File: config.mk
export PLATFORM = sky130hd
export DESIGN_NAME = erlb_ctrl
export DESIGN_NICKNAME = d
export VERILOG_FILES = /design/src/rtl/erlb_pkg.sv /design/src/rtl/erlb_ctrl.sv
export SDC_FILE = /design/constraint.sdc
export NUM_CORES = 1
export LEC_CHECK = 0
export ABC_AREA = 1
export BUFFER_PORTS_ARGS = -buffer_cell sky130_fd_sc_hd__buf_2
export CAP_MARGIN = 20
export CORE_AREA = 8 8 45 47
export CTS_CLUSTER_DIAMETER = 60
export DETAILED_ROUTE_END_ITERATION = 12
export DIE_AREA = 0 0 53 55
export MAX_ROUTING_LAYER = met4
export PLACE_DENSITY = 0.65
export SYNTH_ARGS = -nofsm -noshare
export SYNTH_HDL_FRONTEND = slang
export SYNTH_SLANG_ARGS = --single-unit
File: constraint.sdc
create_clock -name clk -period 2.85 [get_ports clk]
set_input_delay 0.285 -clock clk [delete_from_list [all_inputs] [get_ports clk]]
set_output_delay 0.285 -clock clk [all_outputs]
set_load 0.01 [all_outputs]
File: src/rtl/erlb_pkg.sv
package erlb_pkg;

  localparam int DEPTH    = 64;
  localparam int ADDR_W   = $clog2(DEPTH);
  localparam int CNT_W    = ADDR_W + 1;
  localparam int MAX_READ = 16;
  localparam int DIV_W    = 46;

  // divide by 1000 as a shift by 3, then by 125 in 11-bit digits
  localparam int          DIV_DIGIT_W = 11;
  localparam int          DIV_DIGITS  = 4;
  localparam int          DIV_SHIFT   = 23;
  localparam logic [16:0] DIV_RECIP   = 17'd67109;
  localparam logic [6:0]  DIV_ODD     = 7'd125;

  localparam logic [4:0]              TYPE_LIMIT = 5'd22;
  localparam logic [31:0]             EPOCH_S    = 32'd1704067200;
  localparam logic signed [DIV_W-1:0] EPOCH_MS   = 46'sd1704067200000;

  typedef enum logic [1:0] {
    OP_RECORD = 2'd0,
    OP_READ   = 2'd1,
    OP_SYNC   = 2'd2,
    OP_CLEAR  = 2'd3
  } op_t;

  typedef enum logic [1:0] {
    ST_OK       = 2'd0,
    ST_BAD_TYPE = 2'd1,
    ST_EMPTY    = 2'd2
  } status_t;

  typedef enum logic [3:0] {
    S_IDLE,
    S_EXEC,
    S_RADDR,
    S_RDATA,
    S_DIV,
    S_BWRITE,
    S_BEND,
    S_ENTRY,
    S_OUT
  } state_t;

  typedef struct packed {
    logic capture;
    logic exec;
    logic mem_read;
    logic load_entry;
    logic div_start;
    logic bf_write;
    logic step;
    logic bf_end;
  } cmd_t;

  typedef struct packed {
    op_t  op;
    logic read_empty;
    logic walk_empty;
    logic walk_last;
    logic qualifies;
    logic div_done;
    logic entry_last;
  } stat_t;

  typedef struct packed {
    logic [31:0] stamp;
    logic [31:0] boot;
    logic [43:0] uptime;
    logic [4:0]  kind;
    logic [31:0] payload;
  } entry_t;

  function automatic logic [1:0] category_of(input logic [4:0] kind);
    logic [1:0] c;
    case (kind)
      5'd0, 5'd17:                      c = 2'd3;
      5'd1, 5'd2, 5'd3, 5'd4:           c = 2'd2;
      5'd5, 5'd6, 5'd7, 5'd8, 5'd9,
      5'd10, 5'd11, 5'd12, 5'd13, 5'd14: c = 2'd1;
      5'd15, 5'd16, 5'd18, 5'd19,
      5'd20, 5'd21:                     c = 2'd0;
      default:                          c = 2'd3;
    endcase
    return c;
  endfunction

endpackage

File: src/rtl/erlb_ctrl.sv
module erlb_ctrl (
  input  logic            clk,
  input  logic            rst,
  input  logic            in_valid,
  output logic            in_ready,
  output logic            out_valid,
  input  logic            out_ready,
  input  erlb_pkg::stat_t stat,
  output erlb_pkg::cmd_t  cmd
);
  import erlb_pkg::*;

  state_t state, state_next;

  always_ff @(posedge clk) begin
    if (rst) begin
      state <= S_IDLE;
    end else begin
      state <= state_next;
    end
  end

  always_comb begin
    state_next = state;
    case (state)
      S_IDLE:  if (in_valid) state_next = S_EXEC;
      S_EXEC: begin
        case (stat.op)
          OP_READ: state_next = stat.read_empty ? S_OUT : S_RADDR;
          OP_SYNC: state_next = stat.walk_empty ? S_OUT : S_RADDR;
          default: state_next = S_OUT;
        endcase
      end
      S_RADDR: state_next = S_RDATA;
      S_RDATA: begin
        if (stat.op == OP_READ) begin
          state_next = S_ENTRY;
        end else if (stat.qualifies) begin
          state_next = S_DIV;
        end else begin
          state_next = stat.walk_last ? S_BEND : S_RADDR;
        end
      end
      S_DIV:    if (stat.div_done) state_next = S_BWRITE;
      S_BWRITE: state_next = stat.walk_last ? S_BEND : S_RADDR;
      S_BEND:   state_next = S_OUT;
      S_ENTRY:  if (out_ready) state_next = stat.entry_last ? S_IDLE : S_RADDR;
      S_OUT:    if (out_ready) state_next = S_IDLE;
      default:  state_next = S_IDLE;
    endcase
  end

  always_comb begin
    cmd       = '0;
    in_ready  = 1'b0;
    out_valid = 1'b0;
    case (state)
      S_IDLE: begin
        in_ready    = 1'b1;
        cmd.capture = in_valid;
      end
      S_EXEC:  cmd.exec = 1'b1;
      S_RADDR: cmd.mem_read = 1'b1;
      S_RDATA: begin
        if (stat.op == OP_READ) begin
          cmd.load_entry = 1'b1;
        end else if (stat.qualifies) begin
          cmd.div_start = 1'b1;
        end else begin
          cmd.step = 1'b1;
        end
      end
      S_BWRITE: begin
        cmd.bf_write = 1'b1;
        cmd.step     = 1'b1;
      end
      S_BEND: cmd.bf_end = 1'b1;
      S_ENTRY: begin
        out_valid = 1'b1;
        cmd.step  = out_ready && !stat.entry_last;
      end
      S_OUT:   out_valid = 1'b1;
      default: ;
    endcase
  end

`ifndef SYNTH
  a_no_overlap: assert property (@(posedge clk) disable iff (rst) !(in_ready && out_valid))
    else $error("input and output open together");
  a_div_enter: assert property (@(posedge clk) disable iff (rst) cmd.div_start |=> state == S_DIV)
    else $error("divide not entered");
  a_div_hold: assert property (@(posedge clk) disable iff (rst)
    (state == S_DIV && !stat.div_done) |=> state == S_DIV)
    else $error("divide left early");
`endif

endmodule

==> results of run 1 <==
[layer usage]
| metal | vias to the layer above | routed length [um] | global-route usage [%] |
|---|---|---|---|
| met3 | 2 | 67 | 1.070 |
| li1 | 318 | - | - |
| met5 | - | 0 | - |
| met1 | 236 | 576 | 10.62 |
| met2 | 19 | 664 | 16.99 |
| met4 | 0 | 15 | 6.466 |
[path summary, 6_finish.rpt]
check,start,end,slack [ps],cells past startpoint
setup / recovery,state[3],cmd[1],1290,6
hold / removal,rst,state[2],250,2
setup reg to reg,state[3],state[1],1630,7
hold reg to reg,state[2],state[2],500,2
[per-stage QoR]
step           utilization (%)   power, W
2_1_floorplan                -  0.0001174
3_3_place_gp             43.85  0.0001471
3_5_place_dp             43.85  0.0001471
4_1_cts                  45.48  0.0002214
5_1_grt                  45.48  0.0002379
6_report                 45.48  0.0002179
[cells by family after synthesis]
group / after synthesis
fa+ha+maj: 3
compound gates: 10
buf+inv: 25
flops: 4
simple gates: 46
[synthesized netlist by cell type]
cell type  count
a21oi_1        3
a21oi_2        2
a31oi_1        1
dfxtp_1        4
ha_1           3
inv_1         24
inv_2          1
nand2_1       25
nand2_2        1
nand3_1       10
nand4_1        1
nor2_1         4
nor2_2         1
nor2_4         1
nor3_1         1
nor4_1         1
o211ai_1       2
o21ai_0        2
or2_2          1
[worst max-delay path, delay by kind of cell (launching register included)]
kind                   cells  cell delay (ps)
AOI/OAI and AO/OA          1              150
buffers and inverters      2              200
and+or+nand+nor            3              250
DFF                        1              430
[cells in the final DEF (no fill, tap or decap)]
| master | netlist | final |
|---|---|---|
| o21ai_0 | 2 | 2 |
| inv_2 | 1 | 1 |
| or2_2 | 1 | 1 |
| nor2_2 | 1 | 1 |
| nor3_1 | 1 | 1 |
| nand4_1 | 1 | 1 |
| o211ai_1 | 2 | 2 |
| clkbuf_4 | 0 | 3 |
| a21oi_2 | 2 | 2 |
| dfxtp_1 | 4 | 4 |
| buf_2 | 0 | 21 |
| nor2_4 | 1 | 1 |
| a21oi_1 | 3 | 3 |
| ha_1 | 3 | 3 |
| inv_1 | 24 | 24 |
| nor4_1 | 1 | 1 |
| nor2_1 | 4 | 4 |
| nand2_1 | 25 | 25 |
| nand3_1 | 10 | 10 |
| nand2_2 | 1 | 1 |
| a31oi_1 | 1 | 1 |
[final cells by class]
type,count,area (um^2)
clock buffer,3,22.52
inverter,25,93.84
fill,156,754.5
timing repair buffer,21,105.1
multi-input combinational,59,307.8
sequential,4,80.08
tap,16,20.02
[power groups by stage]
stage                     sequential, W  combinational (W)   clock, W
final                         0.0000666          0.0000797  0.0000716
after global routing          0.0000669          0.0000915  0.0000795
after CTS                     0.0000665          0.0000802  0.0000748
after detailed placement      0.0000674          0.0000797          0
after global placement        0.0000670          0.0000800          0
after floorplan               0.0000663          0.0000512          0
==> results.md, run 1 <==
- Grt ovf: 0
- Net Sw Frac: 36.49%
- Routed wire length per instance: 10.34 um
- CP Data Arrival Time: 1270 ps
- Violation count after the first detailed-route iteration: 15
- Fin crit period: 1559 ps
- Flip-flop count of the largest register after layout: 4
- CP most frequent cell: nand2_1
- Fin. max-slew vios: 0
- Drt via density: between 4 and 5
- Max Clk Rate: approximately 0.64 GHz
- Finished Cell Area: 629.4 um^2
- YS warnings: 0
- GR Util All Layers: about a tenth
- Hold Vio Cnt, Final: 0
- Pre-Repair DR Iteration Count: 4
- Cell taking the most area after synthesis: nand2_1
- Placed Instance Area: ~610 um^2
- Total Wirelength: approximately 1300 um
- DP Worst Slack: 1507 ps
- Syn Area/Cell: 5.474 um^2
- Detailed-route DRC error count: 0
- Global-route wire length before repair: roughly 2100 um
- Initial antenna violation count: 0
- Slowest cell on crit path: dfxtp_1
- Worst Max-Slew Pin Slew: around 270 ps
- Clk root buf: clkbuf_4
- Clk pwr share: approximately a third
- ANT cells: 0
- Area contributors post-synth: nand2_1 19%, inv_1 19%, dfxtp_1 17%
- Hpwl dp: 1130 um
- Post-route ant nets: 0
- Yosys reg bits: 4
- Largest net degree at the start of global routing: 7
- Required time of the worst setup path: 2570 ps
- Worst hold slack: between 200 and 300 ps
- Vias in the first global route: 540
- Pint: 0.0001384 W
- Post-CTS Setup Repair Bufs: 0
- Layout cell share with drive strength beyond 1: 27.68%
- Critical path type: flop to output pin
- Peak VDD IR: 0.1905 mV
- Xor and xnor area share after synthesis: 0%
- Layout area overhead: 30.65%
- Pwr/cell area: 346.2 nW/um^2
- Die area: roughly 3000 um^2
- Port Buffer Count: 21
- Hold_buf cts: 0
- Lkg Pwr: ~0.42 nW
- H-tree levels: 1
- Core ar.: between 1000 and 1500 um^2
- Hold crit path type: input port to flop
- Synthesized instance count: 88
- # placed instances: roughly 130
- Mux cell area share after synthesis: 0%
- Clk buf depth: 2
- Final net count: 129
- Die H: 55 um
- Area share of the largest cell type after synthesis: 19.48%
- CTS Buf Count: 3
- Largest family of logic cells by synthesized area: simple AND/OR/NAND/NOR gates
- Top reg by flops: state
- CTS tree: done
- CP max stage delay: 430 ps
- Simple-gate share of the synthesized area: 42.86%
- Status: completed
- Clock Sinks: 4
- Sequential Power Share: 30.6%
- RSZ-0062 raised after global routing: false
- Sequential fraction of the synthesis area: 16.62%
- Max-slew headroom: 81.83%
- Non-Filler Instances: 128
- Setup_tns: 0 ps
- Final setup viols: 0
- Comb pwr share: a little over a third
- Clk_skew: 0.7192 ps
- Part of the cycle the worst path needs: 54.72%
- DR vias: 575
- Fraction of the mapped netlist area in adder cells: under 10%
- Post-Syn Area: 481.7 um^2
- Post-CTS Resized: 0
- Psw: about 0.000079 W
- Final worst setup slack: 1291 ps
- Initial Util: between 30% and 40%
- IO Count: 22
- Crit path cell chain: nor2_4, nand2_1, inv_1, a31oi_1, nand2_1, buf_2
- Synth Area in Compound Gates: about an eighth
- Reg clk slew, reported paths: 40 ps
- Worst-skew pair later-pin latency: between 200 and 250 ps
- Die Span X: 53 um
- GP Congestion: 0.8977
- Biggest regs: state x4
- Critical path startpoint category: flop
- MaxCap Viol Count: 0
- Max FO, Critical Path: 6
- Cell variety after synth: 19
- Crit end category: output pin
- FP Rows: 14
- Syn_nets: 103
Note: power is estimated with default switching activity, not from simulation.
==> run 2, diff against run 1 <==
--- a/config.mk
+++ b/config.mk
@@ -13,7 +13,7 @@
 export DETAILED_ROUTE_END_ITERATION = 12
 export DIE_AREA = 0 0 53 55
 export MAX_ROUTING_LAYER = met4
-export PLACE_DENSITY = 0.65
+export PLACE_DENSITY = 0.68
 export SYNTH_ARGS = -nofsm -noshare
 export SYNTH_HDL_FRONTEND = slang
 export SYNTH_SLANG_ARGS = --single-unit
==> constraint.sdc (replaced) <==
create_clock -name clk -period 1.36 [get_ports clk]
set_input_delay 0.136 -clock clk [delete_from_list [all_inputs] [get_ports clk]]
set_output_delay 0.136 -clock clk [all_outputs]
set_load 0.01 [all_outputs]
==> run 2 against run 1 <==
  * The flow now finishes with violations (setup timing)
  * Combinational power rose by 130%
  * Hold slack got worse by 160 ps
  * Via count rose by 4.5%
  * Sequential power rose by 120%
  * Critical path depth did not move
  * Global-route usage rose by 0.39 points
  * Final cell count rose by 2.3%
  * Clock-buffer cell count did not move
  * First-iteration DRC count fell by 53%
  * Clock skew rose by 2.2 ps
  * Register-to-register slack got worse by 1500 ps
  * Highest routed layer unchanged
==> results.md, run 2 (same netlist as run 1, synthesis figures left out) <==
- Required time of the worst setup path: 1220 ps (was 2570 ps)
- Grt ovf: 0 (unchanged)
- Clock Sinks: 4 (unchanged)
- Detailed-route DRC error count: 0 (unchanged)
- Setup_tns: -0.5530 ps (was 0 ps)
- Initial Util: 34.81% (unchanged)
- Worst-skew pair later-pin latency: 240 ps (was 230 ps)
- Die Span X: 53 um (unchanged)
- Part of the cycle the worst path needs: 100.0%
- Die H: 55 um (unchanged)
- DP Worst Slack: 161.9 ps (was 1507 ps)
- Global-route wire length before repair: 2152 um (was 2139 um)
- Clk_skew: 2.962 ps (was 0.7192 ps)
- Failing checks: setup timing
- Top reg by flops: state (unchanged)
- H-tree levels: 1 (unchanged)
- Reg2reg path depth: 9 (was 7)
- MaxCap Viol Count: 0 (unchanged)
- Hold crit path type: input port to flop (unchanged)
- DR vias: 601 (was 575)
- Reg-to-Reg End: state[3] (was state[1])
- Routed wire length per instance: 11.17 um (was 10.34 um)
- ANT cells: 0 (unchanged)
- Initial antenna violation count: 0 (unchanged)
- Hpwl dp: 1133 um (was 1130 um)
- Final net count: 132 (was 129)
- Peak VDD IR: 0.4711 mV (was 0.1905 mV)
- # placed instances: 125 (unchanged)
- Largest net degree at the start of global routing: 6 (was 7)
- Status: finished, violations left (was completed)
- CP Data Arrival Time: 1220 ps (was 1270 ps)
- Critical Path Sink: cmd[1] (unchanged)
- Layout cell share with drive strength beyond 1: 43.48% (was 27.68%)
- Crit end category: output pin (unchanged)
- CTS tree: done (unchanged)
- Crit Reg-Reg Startpoint: state[2] (was state[3])
- Vias in the first global route: 565 (was 540)
- Flip-flop count of the largest register after layout: 4 (unchanged)
- FP Rows: 14 (unchanged)
- Pwr/cell area: 658.7 nW/um^2 (was 346.2 nW/um^2)
- Drt via density: 4.588 (was 4.492)
- Lkg Pwr: 0.4506 nW (was 0.4178 nW)
- GR Util All Layers: 10.30% (was 9.904%)
- Die area: 2915 um^2 (unchanged)
- Layout area overhead: 51.17% (was 30.65%)
- Biggest regs: state x4 (unchanged)
- GP Congestion: 0.8115 (was 0.8977)
- Clk root buf: clkbuf_4 (unchanged)
- Violation count after the first detailed-route iteration: 7 (was 15)
- Hold Vio Cnt, Final: 0 (unchanged)
- Post-route ant nets: 0 (unchanged)
- Commonest non-fill, non-tap cells in the layout: 21 x inv_1, 21 x nand2_1, 20 x buf_2, 10 x nand3_1, 4 x nand2_2 (was 25 x nand2_1, 24 x inv_1, 21 x buf_2, 10 x nand3_1)
- CTS Buf Count: 3 (unchanged)
- IO Count: 22 (unchanged)
- Final setup viols: 1 (was 0)
- Pre-Repair DR Iteration Count: 4 (unchanged)
- R2R Setup Slk: 180 ps (was 1630 ps)
- Clk buf depth: 2 (unchanged)
- Critical path startpoint category: flop (unchanged)
- Non-Filler Instances: 131 (was 128)
- Max FO, Critical Path: 5 (was 6)
- Core ar.: 1384 um^2 (unchanged)
- Fin crit period: 1361 ps
- Total Wirelength: 1463 um (was 1324 um)
- Max Clk Rate: around 0.73 GHz
- Fin. max-slew vios: 0 (unchanged)
- CP Launch Point: state[1] (was state[3])
- Max-slew headroom: 82.77% (was 81.83%)
- Critical path type: flop to output pin (unchanged)
- Worst Max-Slew Pin Slew: 257.0 ps (was 271.5 ps)
- Reg clk slew, reported paths: 40 ps (about the same)
- Final worst setup slack: -0.5530 ps (was 1291 ps)
- Port Buffer Count: 21 (unchanged)
-- run 2: changes by cell type in the layout (fill, tap and decap cells not counted), moves of 2 or more --
| cell | before | now |
|---|---|---|
| nand2_2 | 1 | 4 |
| buf_6 | 0 | 2 |
| dfxtp_1 | 4 | 0 |
| dfxtp_4 | 0 | 3 |
| inv_1 | 24 | 21 |
| nor2_1 | 4 | 2 |
| nand2_1 | 25 | 21 |
| inv_2 | 1 | 3 |
| buf_4 | 0 | 2 |
-- run 2: worst max-delay path: stages (launching register included) --
cell and delay (ps):
dfxtp_4 370, inv_2 80, nand2_2 60, nor3_2 210
a31oi_2 80, nand2_1 70, buf_2 120
-- run 2: per-stage QoR --
| stage | total power, W | hold slack (ps) | area (um^2) | util [%] |
|---|---|---|---|---|
| global placement | 0.0003061 | 344.4 | 606.8 | 43.85 |
| CTS | 0.0004717 | 82.52 | 681.9 | 49.28 |
| detailed placement | 0.0003082 | 344.7 | 606.8 | 43.85 |
| floorplan | 0.0002461 | 198.4 | 481.7 | - |
| finish | 0.0004797 | 88.57 | 728.2 | 52.62 |
| global route | 0.0005203 | 89.36 | 728.2 | 52.62 |
-- run 2: repair_timing --
action | CTS | global route
pin swaps | 5 | 3
resized for setup | 14 | 11
endpoints found under the setup margin | 2 | 8
buffers inserted | 3 | 0
hold buffers | 0 | 0
-- run 2: worst min path at each step --
stage,start,to,slack [ps],depth (start not counted)
2_1_floorplan,rst,state[2],200,1
3_3_place_gp,rst,state[2],340,2
3_5_place_dp,rst,state[2],340,2
4_1_cts,rst,state[2],80,2
5_1_grt,rst,state[2],90,2
6_report,rst,state[2],90,2
-- run 2: layout make-up --
type	count	area, um^2
Clock buffer	3	22.52
Fill cell	150	655.6
Inverter	25	96.34
Multi-Input combinational cell	59	359.1
Sequential cell	4	92.59
Tap cell	16	20.02
Timing Repair Buffer	24	137.6
-- run 2: per-layer routing --
metal  GRT usage, %  wire length [um]
met1          9.712               561
met2          18.36               785
met3          3.476                89
met4          5.172                26
met5              -                 0
-- run 2: power by group --
part	internal [W]	leakage [nW]	switching, W	total, W
Sequential	0.000126	0.0352	0.0000200	0.000146
Clock	0.0000988	0.0138	0.0000504	0.000149
Combinational	0.0000729	0.402	0.000111	0.000184
Total	0.000298	0.451	0.000182	0.000480
